`src/sv/tdcl_pkg.sv`:
```
// ----------------------------------------------------------------------------
// tdcl_pkg: shared types, curve tables and helpers
// Curve points for the discharge and charge limit curves, the per-stage
// bundles that travel through the lookup pipeline, and the segment search.
// ----------------------------------------------------------------------------
`default_nettype none

package tdcl_pkg;

    // Field and internal widths
    localparam int TEMP_W    = 15;           // signed temperature, 0.01 C
    localparam int DIS_W     = 15;           // discharge limit, centiamps
    localparam int CHG_W     = 12;           // charge limit, centiamps
    localparam int AMP_W     = 16;           // signed holder for curve currents
    localparam int TABLE_CAP = 32;
    localparam int SEG_W     = $clog2(TABLE_CAP);
    localparam int SLOPE_W   = 8;            // centiamps per 0.01 C, signed
    localparam int DT_W      = TEMP_W + 2;   // offset into a segment, signed
    localparam int PROD_W    = DT_W + SLOPE_W;
    localparam int SUM_W     = PROD_W + 1;
    localparam int LANES     = 2;
    localparam int TDATA_IN_W  = 32;
    localparam int TDATA_OUT_W = 32;

    // Lane codes
    localparam logic LANE_DIS = 1'b0;
    localparam logic LANE_CHG = 1'b1;

    // Curve point counts, held to the legal range
    localparam int DISCHARGE_POINTS = 17;
    localparam int CHARGE_POINTS    = 13;
    localparam int DIS_N = (DISCHARGE_POINTS < 2) ? 2 :
                           (DISCHARGE_POINTS > TABLE_CAP) ? TABLE_CAP : DISCHARGE_POINTS;
    localparam int CHG_N = (CHARGE_POINTS < 2) ? 2 :
                           (CHARGE_POINTS > TABLE_CAP) ? TABLE_CAP : CHARGE_POINTS;

    // Discharge curve: temperature in 0.01 C, current in centiamps
    localparam int DIS_TEMP [TABLE_CAP] = '{
        -2000, -1000, 0, 1000, 1500, 2500, 3500, 4500,
        5000, 5500, 6000, 6500, 7000, 7500, 8000, 9000,
        10000, 0, 0, 0, 0, 0, 0, 0,
        0, 0, 0, 0, 0, 0, 0, 0
    };
    localparam int DIS_AMPS [TABLE_CAP] = '{
        0, 4000, 10000, 16000, 18000, 18000, 18000, 18000,
        18000, 18000, 18000, 18000, 18000, 18000, 18000, 10000,
        0, 0, 0, 0, 0, 0, 0, 0,
        0, 0, 0, 0, 0, 0, 0, 0
    };
    // Rise over width of each discharge segment; every rise is a whole
    // multiple of its width, so the interpolation needs no division
    localparam int DIS_SLOPE [TABLE_CAP] = '{
        4, 6, 6, 4, 0, 0, 0, 0,
        0, 0, 0, 0, 0, 0, -8, -10,
        0, 0, 0, 0, 0, 0, 0, 0,
        0, 0, 0, 0, 0, 0, 0, 0
    };

    // Charge curve
    localparam int CHG_TEMP [TABLE_CAP] = '{
        -2000, -1000, 0, 500, 1000, 1500, 2000, 2500,
        3500, 4000, 4500, 5000, 6000, 0, 0, 0,
        0, 0, 0, 0, 0, 0, 0, 0,
        0, 0, 0, 0, 0, 0, 0, 0
    };
    localparam int CHG_AMPS [TABLE_CAP] = '{
        0, 0, 0, 500, 1500, 2500, 3000, 3000,
        3000, 2000, 500, 0, 0, 0, 0, 0,
        0, 0, 0, 0, 0, 0, 0, 0,
        0, 0, 0, 0, 0, 0, 0, 0
    };
    localparam int CHG_SLOPE [TABLE_CAP] = '{
        0, 0, 1, 2, 2, 1, 0, 0,
        -2, -3, -1, 0, 0, 0, 0, 0,
        0, 0, 0, 0, 0, 0, 0, 0,
        0, 0, 0, 0, 0, 0, 0, 0
    };

    // Stage 1 result for one lane: either a direct current or a segment
    typedef struct packed {
        logic                      direct;
        logic signed [AMP_W-1:0]   base;
        logic [SEG_W-1:0]          seg;
        logic signed [TEMP_W-1:0]  temp;
    } tdcl_find_t;

    typedef struct packed {
        logic                      valid;
        tdcl_find_t [LANES-1:0]    lane;
    } tdcl_s1_t;

    // Stage 2 result for one lane: left current, offset and slope
    typedef struct packed {
        logic signed [AMP_W-1:0]   y0;
        logic signed [DT_W-1:0]    dt;
        logic signed [SLOPE_W-1:0] slope;
    } tdcl_offs_t;

    // Stage 3 result for one lane: left current and scaled offset
    typedef struct packed {
        logic signed [AMP_W-1:0]   y0;
        logic signed [PROD_W-1:0]  prod;
    } tdcl_prod_t;

    typedef struct packed {
        logic                      valid;
        tdcl_prod_t [LANES-1:0]    lane;
    } tdcl_s3_t;

    // Table reads
    function automatic int curve_n(input logic lane);
        curve_n = (lane == LANE_CHG) ? CHG_N : DIS_N;
    endfunction

    function automatic logic signed [TEMP_W:0] curve_temp(input logic lane,
                                                          input logic [SEG_W-1:0] idx);
        curve_temp = (lane == LANE_CHG) ? (TEMP_W+1)'(CHG_TEMP[idx])
                                        : (TEMP_W+1)'(DIS_TEMP[idx]);
    endfunction

    function automatic logic signed [AMP_W-1:0] curve_amps(input logic lane,
                                                           input logic [SEG_W-1:0] idx);
        curve_amps = (lane == LANE_CHG) ? AMP_W'(CHG_AMPS[idx]) : AMP_W'(DIS_AMPS[idx]);
    endfunction

    function automatic logic signed [SLOPE_W-1:0] curve_slope(input logic lane,
                                                              input logic [SEG_W-1:0] idx);
        curve_slope = (lane == LANE_CHG) ? SLOPE_W'(CHG_SLOPE[idx])
                                         : SLOPE_W'(DIS_SLOPE[idx]);
    endfunction

    // Clamp at both curve ends, else find the first segment whose right
    // point lies above the temperature
    function automatic tdcl_find_t seg_find(input logic lane,
                                            input logic signed [TEMP_W-1:0] t);
        tdcl_find_t       r;
        logic             found;
        logic [SEG_W-1:0] seg;
        logic [SEG_W-1:0] last;
        r      = '0;
        r.temp = t;
        found  = 1'b0;
        seg    = '0;
        last   = SEG_W'(curve_n(lane) - 1);
        for (int i = TABLE_CAP - 2; i >= 0; i--)
        begin
            if ((i < curve_n(lane) - 1) && (t < curve_temp(lane, SEG_W'(i + 1))))
            begin
                seg   = SEG_W'(i);
                found = 1'b1;
            end
        end
        priority if (t <= curve_temp(lane, '0))
        begin
            r.direct = 1'b1;
            r.base   = curve_amps(lane, '0);
        end
        else if (t >= curve_temp(lane, last))
        begin
            r.direct = 1'b1;
            r.base   = curve_amps(lane, last);
        end
        else if (found)
        begin
            r.direct = 1'b0;
            r.seg    = seg;
            r.base   = curve_amps(lane, seg);
        end
        else
        begin
            r.direct = 1'b1;
            r.base   = '0;
        end
        return r;
    endfunction

endpackage

`default_nettype wire

```
`src/sv/tdcl_seg_find.sv`:
```
// ----------------------------------------------------------------------------
// tdcl_seg_find: segment search stage
// Compares each temperature against its curve points and registers either a
// clamped end current or the segment index with its left current.
// ----------------------------------------------------------------------------
`default_nettype none

module tdcl_seg_find
(
    input  wire logic                              clk,
    input  wire logic                              rst_n,
    input  wire logic                              in_valid,
    input  wire logic signed [tdcl_pkg::TEMP_W-1:0] hot_temp,
    input  wire logic signed [tdcl_pkg::TEMP_W-1:0] cold_temp,
    output logic                                   in_ready,
    output tdcl_pkg::tdcl_s1_t                     s1,
    input  wire logic                              s1_ready
);

    logic                valid_reg;
    logic                valid_next;
    tdcl_pkg::tdcl_find_t [tdcl_pkg::LANES-1:0] lane_reg;
    tdcl_pkg::tdcl_find_t [tdcl_pkg::LANES-1:0] lane_next;

    // Take a new item whenever this stage is empty or drains this cycle
    assign in_ready = !valid_reg || s1_ready;

    // Search both curves side by side
    always_comb
    begin
        valid_next = valid_reg;
        lane_next  = lane_reg;
        if (in_ready)
        begin
            valid_next = in_valid;
            lane_next[tdcl_pkg::LANE_DIS] = tdcl_pkg::seg_find(tdcl_pkg::LANE_DIS, hot_temp);
            lane_next[tdcl_pkg::LANE_CHG] = tdcl_pkg::seg_find(tdcl_pkg::LANE_CHG, cold_temp);
        end
    end

    // Hold the valid bit under reset
    always_ff @(posedge clk or negedge rst_n)
    begin
        if (!rst_n)
            valid_reg <= 1'b0;
        else
            valid_reg <= valid_next;
    end

    // Payload needs no reset
    always_ff @(posedge clk)
    begin
        lane_reg <= lane_next;
    end

    assign s1.valid = valid_reg;
    assign s1.lane  = lane_reg;

endmodule

`default_nettype wire

```
`src/sv/tdcl_interp.sv`:
```
// ----------------------------------------------------------------------------
// tdcl_interp: offset and slope multiply stages
// Stage 2 forms the offset into the segment and fetches its slope; stage 3
// multiplies the two. A clamped lane carries a zero offset.
// ----------------------------------------------------------------------------
`default_nettype none

module tdcl_interp
(
    input  wire logic               clk,
    input  wire logic               rst_n,
    input  wire tdcl_pkg::tdcl_s1_t s1,
    output logic                    s1_ready,
    output tdcl_pkg::tdcl_s3_t      s3,
    input  wire logic               s3_ready
);

    logic s2_valid_reg;
    logic s2_valid_next;
    logic s3_valid_reg;
    logic s3_valid_next;
    logic s2_ready;
    logic s3_ready_int;
    tdcl_pkg::tdcl_offs_t [tdcl_pkg::LANES-1:0] s2_reg;
    tdcl_pkg::tdcl_offs_t [tdcl_pkg::LANES-1:0] s2_next;
    tdcl_pkg::tdcl_prod_t [tdcl_pkg::LANES-1:0] s3_reg;
    tdcl_pkg::tdcl_prod_t [tdcl_pkg::LANES-1:0] s3_next;

    // Each stage advances when empty or when the next one takes its item
    assign s3_ready_int = !s3_valid_reg || s3_ready;
    assign s2_ready     = !s2_valid_reg || s3_ready_int;
    assign s1_ready     = s2_ready;

    // Stage 2: offset from the left point, slope of the segment
    always_comb
    begin
        s2_valid_next = s2_valid_reg;
        s2_next       = s2_reg;
        if (s2_ready)
        begin
            s2_valid_next = s1.valid;
            for (int l = 0; l < tdcl_pkg::LANES; l++)
            begin
                s2_next[l].y0 = s1.lane[l].base;
                if (s1.lane[l].direct)
                begin
                    s2_next[l].dt    = '0;
                    s2_next[l].slope = '0;
                end
                else
                begin
                    s2_next[l].dt = tdcl_pkg::DT_W'(s1.lane[l].temp)
                        - tdcl_pkg::DT_W'(tdcl_pkg::curve_temp(1'(l), s1.lane[l].seg));
                    s2_next[l].slope = tdcl_pkg::curve_slope(1'(l), s1.lane[l].seg);
                end
            end
        end
    end

    // Stage 3: scale the offset by the slope
    always_comb
    begin
        s3_valid_next = s3_valid_reg;
        s3_next       = s3_reg;
        if (s3_ready_int)
        begin
            s3_valid_next = s2_valid_reg;
            for (int l = 0; l < tdcl_pkg::LANES; l++)
            begin
                s3_next[l].y0   = s2_reg[l].y0;
                s3_next[l].prod = tdcl_pkg::PROD_W'(s2_reg[l].dt)
                                * tdcl_pkg::PROD_W'(s2_reg[l].slope);
            end
        end
    end

    // Hold the valid bits under reset
    always_ff @(posedge clk or negedge rst_n)
    begin
        if (!rst_n)
        begin
            s2_valid_reg <= 1'b0;
            s3_valid_reg <= 1'b0;
        end
        else
        begin
            s2_valid_reg <= s2_valid_next;
            s3_valid_reg <= s3_valid_next;
        end
    end

    always_ff @(posedge clk)
    begin
        s2_reg <= s2_next;
        s3_reg <= s3_next;
    end

    assign s3.valid = s3_valid_reg;
    assign s3.lane  = s3_reg;

endmodule

`default_nettype wire

```
`src/sv/tdcl_out.sv`:
```
// ----------------------------------------------------------------------------
// tdcl_out: final sum and output register
// Adds the scaled offset to the left current, clears negative results and
// holds the finished item until the receiver takes it.
// ----------------------------------------------------------------------------
`default_nettype none

module tdcl_out
(
    input  wire logic                             clk,
    input  wire logic                             rst_n,
    input  wire tdcl_pkg::tdcl_s3_t               s3,
    output logic                                  s3_ready,
    output logic                                  out_valid,
    input  wire logic                             out_ready,
    output logic [tdcl_pkg::DIS_W-1:0]            discharge_limit,
    output logic [tdcl_pkg::CHG_W-1:0]            charge_limit
);

    logic                             valid_reg;
    logic                             valid_next;
    logic [tdcl_pkg::DIS_W-1:0]       dis_reg;
    logic [tdcl_pkg::DIS_W-1:0]       dis_next;
    logic [tdcl_pkg::CHG_W-1:0]       chg_reg;
    logic [tdcl_pkg::CHG_W-1:0]       chg_next;
    logic signed [tdcl_pkg::SUM_W-1:0] sum [tdcl_pkg::LANES];
    logic signed [tdcl_pkg::SUM_W-1:0] pos [tdcl_pkg::LANES];

    assign s3_ready = !valid_reg || out_ready;

    // Add and clear anything below zero
    always_comb
    begin
        for (int l = 0; l < tdcl_pkg::LANES; l++)
        begin
            sum[l] = tdcl_pkg::SUM_W'(s3.lane[l].y0) + tdcl_pkg::SUM_W'(s3.lane[l].prod);
            pos[l] = (sum[l] < 0) ? '0 : sum[l];
        end
    end

    // Load the output register when it is free
    always_comb
    begin
        valid_next = valid_reg;
        dis_next   = dis_reg;
        chg_next   = chg_reg;
        if (s3_ready)
        begin
            valid_next = s3.valid;
            dis_next   = pos[tdcl_pkg::LANE_DIS][tdcl_pkg::DIS_W-1:0];
            chg_next   = pos[tdcl_pkg::LANE_CHG][tdcl_pkg::CHG_W-1:0];
        end
    end

    always_ff @(posedge clk or negedge rst_n)
    begin
        if (!rst_n)
            valid_reg <= 1'b0;
        else
            valid_reg <= valid_next;
    end

    always_ff @(posedge clk)
    begin
        dis_reg <= dis_next;
        chg_reg <= chg_next;
    end

    assign out_valid       = valid_reg;
    assign discharge_limit = dis_reg;
    assign charge_limit    = chg_reg;

endmodule

`default_nettype wire

```
`src/sv/temp_derated_current_limits_core.sv`:
```
// ----------------------------------------------------------------------------
// temp_derated_current_limits_core: temperature-derated current limits
// Looks up a discharge limit from the hottest cell temperature and a charge
// limit from the coldest, each on a fixed piecewise-linear curve.
// ----------------------------------------------------------------------------
// Usage:
//   Input stream (s_axis_*): one item per sample, hot and cold temperature in
//   tdata, the drive-mode flag in tuser. Items with the flag low are accepted
//   and dropped without a result.
//   Output stream (m_axis_*): one item per drive-mode sample carrying the
//   discharge and charge limits in centiamps, in input order.
//   Pipeline: each item passes four register stages (segment search, offset,
//   slope multiply, sum into the output register), the first loaded at the
//   accept edge.
//   Throughput: one item per cycle while m_axis_tready is high; each stage is
//   registered and advances on its own valid/ready; any bubble fills at once.
//   Stall: while m_axis_tready is low the pipeline keeps filling its empty
//   stages; s_axis_tready drops only when all four stages hold an item.
//   Nothing is lost or repeated across a stall.
//   Reset: rst_n clears all valid bits; the payload registers are not reset
//   and the block is ready for input in the first cycle after reset.
// ----------------------------------------------------------------------------
`default_nettype none

module temp_derated_current_limits_core
(
    input  wire logic                                clk,
    input  wire logic                                rst_n,
    input  wire logic                                s_axis_tvalid,
    output logic                                     s_axis_tready,
    // [14:0] hot_temp, [29:15] cold_temp, [31:30] zero
    input  wire logic [tdcl_pkg::TDATA_IN_W-1:0]     s_axis_tdata,
    // [0] drive_mode
    input  wire logic                                s_axis_tuser,
    output logic                                     m_axis_tvalid,
    input  wire logic                                m_axis_tready,
    // [14:0] discharge_limit, [26:15] charge_limit, [31:27] zero
    output logic [tdcl_pkg::TDATA_OUT_W-1:0]         m_axis_tdata
);

    localparam int HOT_LO  = 0;
    localparam int COLD_LO = tdcl_pkg::TEMP_W;
    localparam int CHG_LO  = tdcl_pkg::DIS_W;
    localparam int PAD_W   = tdcl_pkg::TDATA_OUT_W - tdcl_pkg::DIS_W - tdcl_pkg::CHG_W;

    logic signed [tdcl_pkg::TEMP_W-1:0] hot_temp;
    logic signed [tdcl_pkg::TEMP_W-1:0] cold_temp;
    logic                               s1_ready;
    logic                               s3_ready;
    tdcl_pkg::tdcl_s1_t                 s1;
    tdcl_pkg::tdcl_s3_t                 s3;
    logic [tdcl_pkg::DIS_W-1:0]         discharge_limit;
    logic [tdcl_pkg::CHG_W-1:0]         charge_limit;

    // Unpack the input item
    assign hot_temp  = s_axis_tdata[HOT_LO +: tdcl_pkg::TEMP_W];
    assign cold_temp = s_axis_tdata[COLD_LO +: tdcl_pkg::TEMP_W];

    // Drop items outside drive mode at the first stage
    tdcl_seg_find u_find
    (
        .clk       (clk),
        .rst_n     (rst_n),
        .in_valid  (s_axis_tvalid && s_axis_tuser),
        .hot_temp  (hot_temp),
        .cold_temp (cold_temp),
        .in_ready  (s_axis_tready),
        .s1        (s1),
        .s1_ready  (s1_ready)
    );

    tdcl_interp u_interp
    (
        .clk      (clk),
        .rst_n    (rst_n),
        .s1       (s1),
        .s1_ready (s1_ready),
        .s3       (s3),
        .s3_ready (s3_ready)
    );

    tdcl_out u_out
    (
        .clk             (clk),
        .rst_n           (rst_n),
        .s3              (s3),
        .s3_ready        (s3_ready),
        .out_valid       (m_axis_tvalid),
        .out_ready       (m_axis_tready),
        .discharge_limit (discharge_limit),
        .charge_limit    (charge_limit)
    );

    // Pack the result item
    assign m_axis_tdata[0 +: tdcl_pkg::DIS_W]      = discharge_limit;
    assign m_axis_tdata[CHG_LO +: tdcl_pkg::CHG_W] = charge_limit;
    assign m_axis_tdata[tdcl_pkg::TDATA_OUT_W-1 -: PAD_W] = '0;

endmodule

`default_nettype wire

```
`config.mk`:
```
export PLATFORM = sky130hd
export DESIGN_NAME = temp_derated_current_limits_core
export DESIGN_NICKNAME = d
export VERILOG_FILES = /design/src/sv/tdcl_pkg.sv /design/src/sv/tdcl_seg_find.sv /design/src/sv/tdcl_interp.sv /design/src/sv/tdcl_out.sv /design/src/sv/temp_derated_current_limits_core.sv
export SDC_FILE = /design/constraint.sdc
export NUM_CORES = 1
export LEC_CHECK = 0
export ABC_AREA = 1
export BUFFER_PORTS_ARGS = -buffer_cell sky130_fd_sc_hd__clkbuf_2
export CAP_MARGIN = 10
export CORE_UTILIZATION = 40
export CTS_CLUSTER_DIAMETER = 120
export DETAILED_ROUTE_END_ITERATION = 12
export PLACE_DENSITY = 0.66
export SETUP_SLACK_MARGIN = 0.5
export SLEW_MARGIN = 5
export SYNTH_ARGS = -nofsm -noshare
export SYNTH_HDL_FRONTEND = slang
export SYNTH_SLANG_ARGS = --single-unit
```
`constraint.sdc`:
```
create_clock -name clk -period 14.3 [get_ports clk]
set_input_delay 1.43 -clock clk [delete_from_list [all_inputs] [get_ports clk]]
set_output_delay 1.43 -clock clk [all_outputs]
set_load 0.05 [all_outputs]
```
==> results.md <==
* Max Cap Viol at 0
* Ys Warns at 0
* Initial antenna violation count at 1
* Core area at 0.0477 mm2
* Initial Utilization at slightly above 40%
* Final hold vios at 0
* Worst setup EP type: register
* Max-slew violations at 0
* CP Data Required Time at 14.58 ns
* Share of layout cells above drive strength 1 at 8.05%
* Number of DRC markers in iteration 0 at between 700 and 800
* Root Buffer Master: clkbuf_16
* Power density cells at approximately 110 mW/mm2
* Global-route wire length before repair at between 60000 and 70000 um
* CTS tree: yes
* Total Wirelength at 38700 um
* Post-synthesis sequential area ratio at between 30% and 40%
* Total CTS buffers at 24
* RePlAce Congestion at around 0.89
* WP data arrival at between 6 and 7 ns
* Hold slack at between 0.4 and 0.5 ns
* Die W at around 220 um
* Worst VDD drop at between 0.09 and 0.1 mV
* GR Util All Layers at between 10% and 20%
* Clock Sinks at 211
* Resize count post-CTS at 0
* Synthesized area at slightly below 0.02 mm2
* Largest net degree at the start of global routing at 68
* Worst Max-Slew Pin Slew at about 1.1 ns
* Mapped Cells at ~2100
* # rows at 80
* Die height at 222 um
* DR WL/cell at 13.6 um
* Overflow after GRT at 0
* Final setup viols at 0
* Busiest grt layer: met2
* Worst-Skew Late Latency at roughly 0.56 ns
* CP Class: register to register
* Worst-path fanout max at 21
* Synth unique cells at a little under 60
* Startpoint types: register
* Post-route DRC at 0
* Area fraction of the dominant cell type after synthesis at between 30% and 40%
* Top Ports at between 70 and 80
* Nets at 2596
* Drt pass-1 iters at 5
* Peak Freq at 0.168 GHz
* Met2 Track Usage GR at around 27%
* Cell with the most instances after synthesis: inv_1
* DP HPWL at 32300 um
* Leakage at approximately 11 nW
* Buffers on Ports at 62
* Postcts setup bufs at 0
* EDFF count, synth at 207
* Via density at between 4 and 5
* Fillers at roughly 4600
* Outcome: finished clean
* Clock slew seen by the registers of the worst setup and hold paths at around 0.060 ns
* Hold crit path type: register to register
* Yosys top cell by area: edfxtp_1
* Ys flop type: edfxtp_1
* Synth Area per Inst at approximately 9.0 um2
* Yosys reg bits at 211
* Final period utilization at 41.5%
* RSZ-0062 raised after global routing: false
* Routed Antenna Nets at 0
* Largest register FFs at between 60 and 70
* Vias in the first global route at between 10000 and 15000
* Met3 global-route usage at 1.84%
* Clock buffer depth at 3
* CTS Hold Bufs at 0
* Ant diodes at 0
* Ys async rst share at about 1.9%
* Setup tns final at 0 ns
* H-tree Lvls at 1
* Layout area overhead at 9.21%
* Skew final at slightly below 0.04 ns
* Top post-synthesis cells by area: edfxtp_1 32%, fa_1 20%, inv_1 11%
* Period minus WS final at 5.94 ns
* Top cells by count, synth: 550 x inv_1, 381 x nand2_1, 207 x edfxtp_1, 194 x fa_1, 159 x ha_1
* Die ar. at 0.0492 mm2
* DR vias at 13600
* Met1 Usage GRT at between 20% and 30%
* Relative slew slack at approximately a quarter
layout by cell type (no fill, tap or decap), types with 4 or more instances in the layout:
cell	Yosys	routed
nor2_1	126	126
nand2_1	381	380
clkinv_2	0	8
or2_2	25	25
fa_1	194	194
a21o_1	6	6
nor2_2	6	6
o21ai_0	73	73
nand3_1	55	55
nand3b_1	6	6
xnor2_1	19	19
inv_2	9	11
nor3_1	17	17
buf_4	7	5
o21ai_1	9	9
o21bai_1	4	4
dfrtp_1	4	4
nor2_4	6	6
o21a_1	8	8
clkinv_1	1	4
xor2_1	38	38
ha_1	159	159
nor4_1	5	5
clkbuf_16	0	24
a21oi_1	107	107
edfxtp_1	207	207
nand4_1	17	17
inv_1	550	548
clkbuf_2	0	62
nand2_2	9	10
a31oi_1	14	14
conb_1	1	6
o211ai_1	7	7
stage by stage:
step / std cells / instance area, um2 / utilization (%) / power, W / worst slack, ns
after CTS: 2839 / 21100 / 44.2 / 0.00224 / 8.38
after floorplan: 2146 / 19400 / - / 0.00143 / 7.65
after global routing: 2839 / 21100 / 44.2 / 0.00236 / 7.96
after detailed placement: 2795 / 20300 / 42.5 / 0.00161 / 8.44
after global placement: 2795 / 20300 / 42.5 / 0.00160 / 8.47
final: 2839 / 21100 / 44.2 / 0.00222 / 8.36
path summary, 6_finish.rpt:
kind                                     from  cells after the start                     to  slack, ns
min reg2reg                     u_find.s1[67]                      0    u_interp.s2_reg[76]       0.42
max reg2reg                u_interp.s2_reg[4]                     24        u_interp.s3[20]       8.36
max in group asynchronous               rst_n                      1  u_interp.s2_valid_reg      13.50
min                             u_find.s1[67]                      0    u_interp.s2_reg[76]       0.42
max                        u_interp.s2_reg[4]                     24        u_interp.s3[20]       8.36
min in group asynchronous               rst_n                      1       u_find.valid_reg       0.67
routing by layer:
metal | vias to the layer above | part of all wire, %
met3 | 70 | 4.5
met2 | 315 | 46
met5 | - | 0
met1 | 6396 | 47
met4 | 0 | 2.3
li1 | 6824 | -
power by group:
part / leakage [nW] / switching, W / internal, W
registers: 2.39 / 0.0000780 / 0.000825
clock network: 0.393 / 0.000252 / 0.000365
logic: 8.50 / 0.000470 / 0.000228
cells by family after synthesis:
logic type | count (synthesis) | share of synthesized area, %
AOI/OAI and AO/OA | 261 | 7.78
and+or+nand+nor | 665 | 14.9
DFF | 211 | 32.7
adders and majority gates | 353 | 30.4
xor gates and xnor gates | 57 | 2.58
other | 1 | 0.0194
buffers and inverters | 593 | 11.7
cell type report:
class                           count  area [um2]  share of cell area [%]
Timing Repair Buffer               67         348                    1.65
Tap cell                          615         769                    3.64
Multi-Input combinational cell   1342       10800                    51.0
Clock buffer                       26         608                    2.88
Clock inverter                     18         195                   0.924
Sequential cell                   211        6320                    29.9
Inverter                          560        2100                    9.95
worst max-delay path, stage by stage (launching register included):
cell	delay (ns)
edfxtp_1	0.89
inv_1	0.48
or2_2	0.43
fa_1	0.49
fa_1	0.55
inv_1	0.05
fa_1	0.52
inv_1	0.05
fa_1	0.52
inv_1	0.04
ha_1	0.32
inv_1	0.08
o21ai_1	0.18
nand3_1	0.12
nand3b_1	0.14
nand2_1	0.07
nand2_1	0.09
nand2_1	0.05
nand2_1	0.08
nand2_1	0.06
nand2_1	0.08
nand2_1	0.06
nand2_1	0.09
a21oi_1	0.08
xnor2_1	0.12
Note: power is estimated with default switching activity, not from simulation.
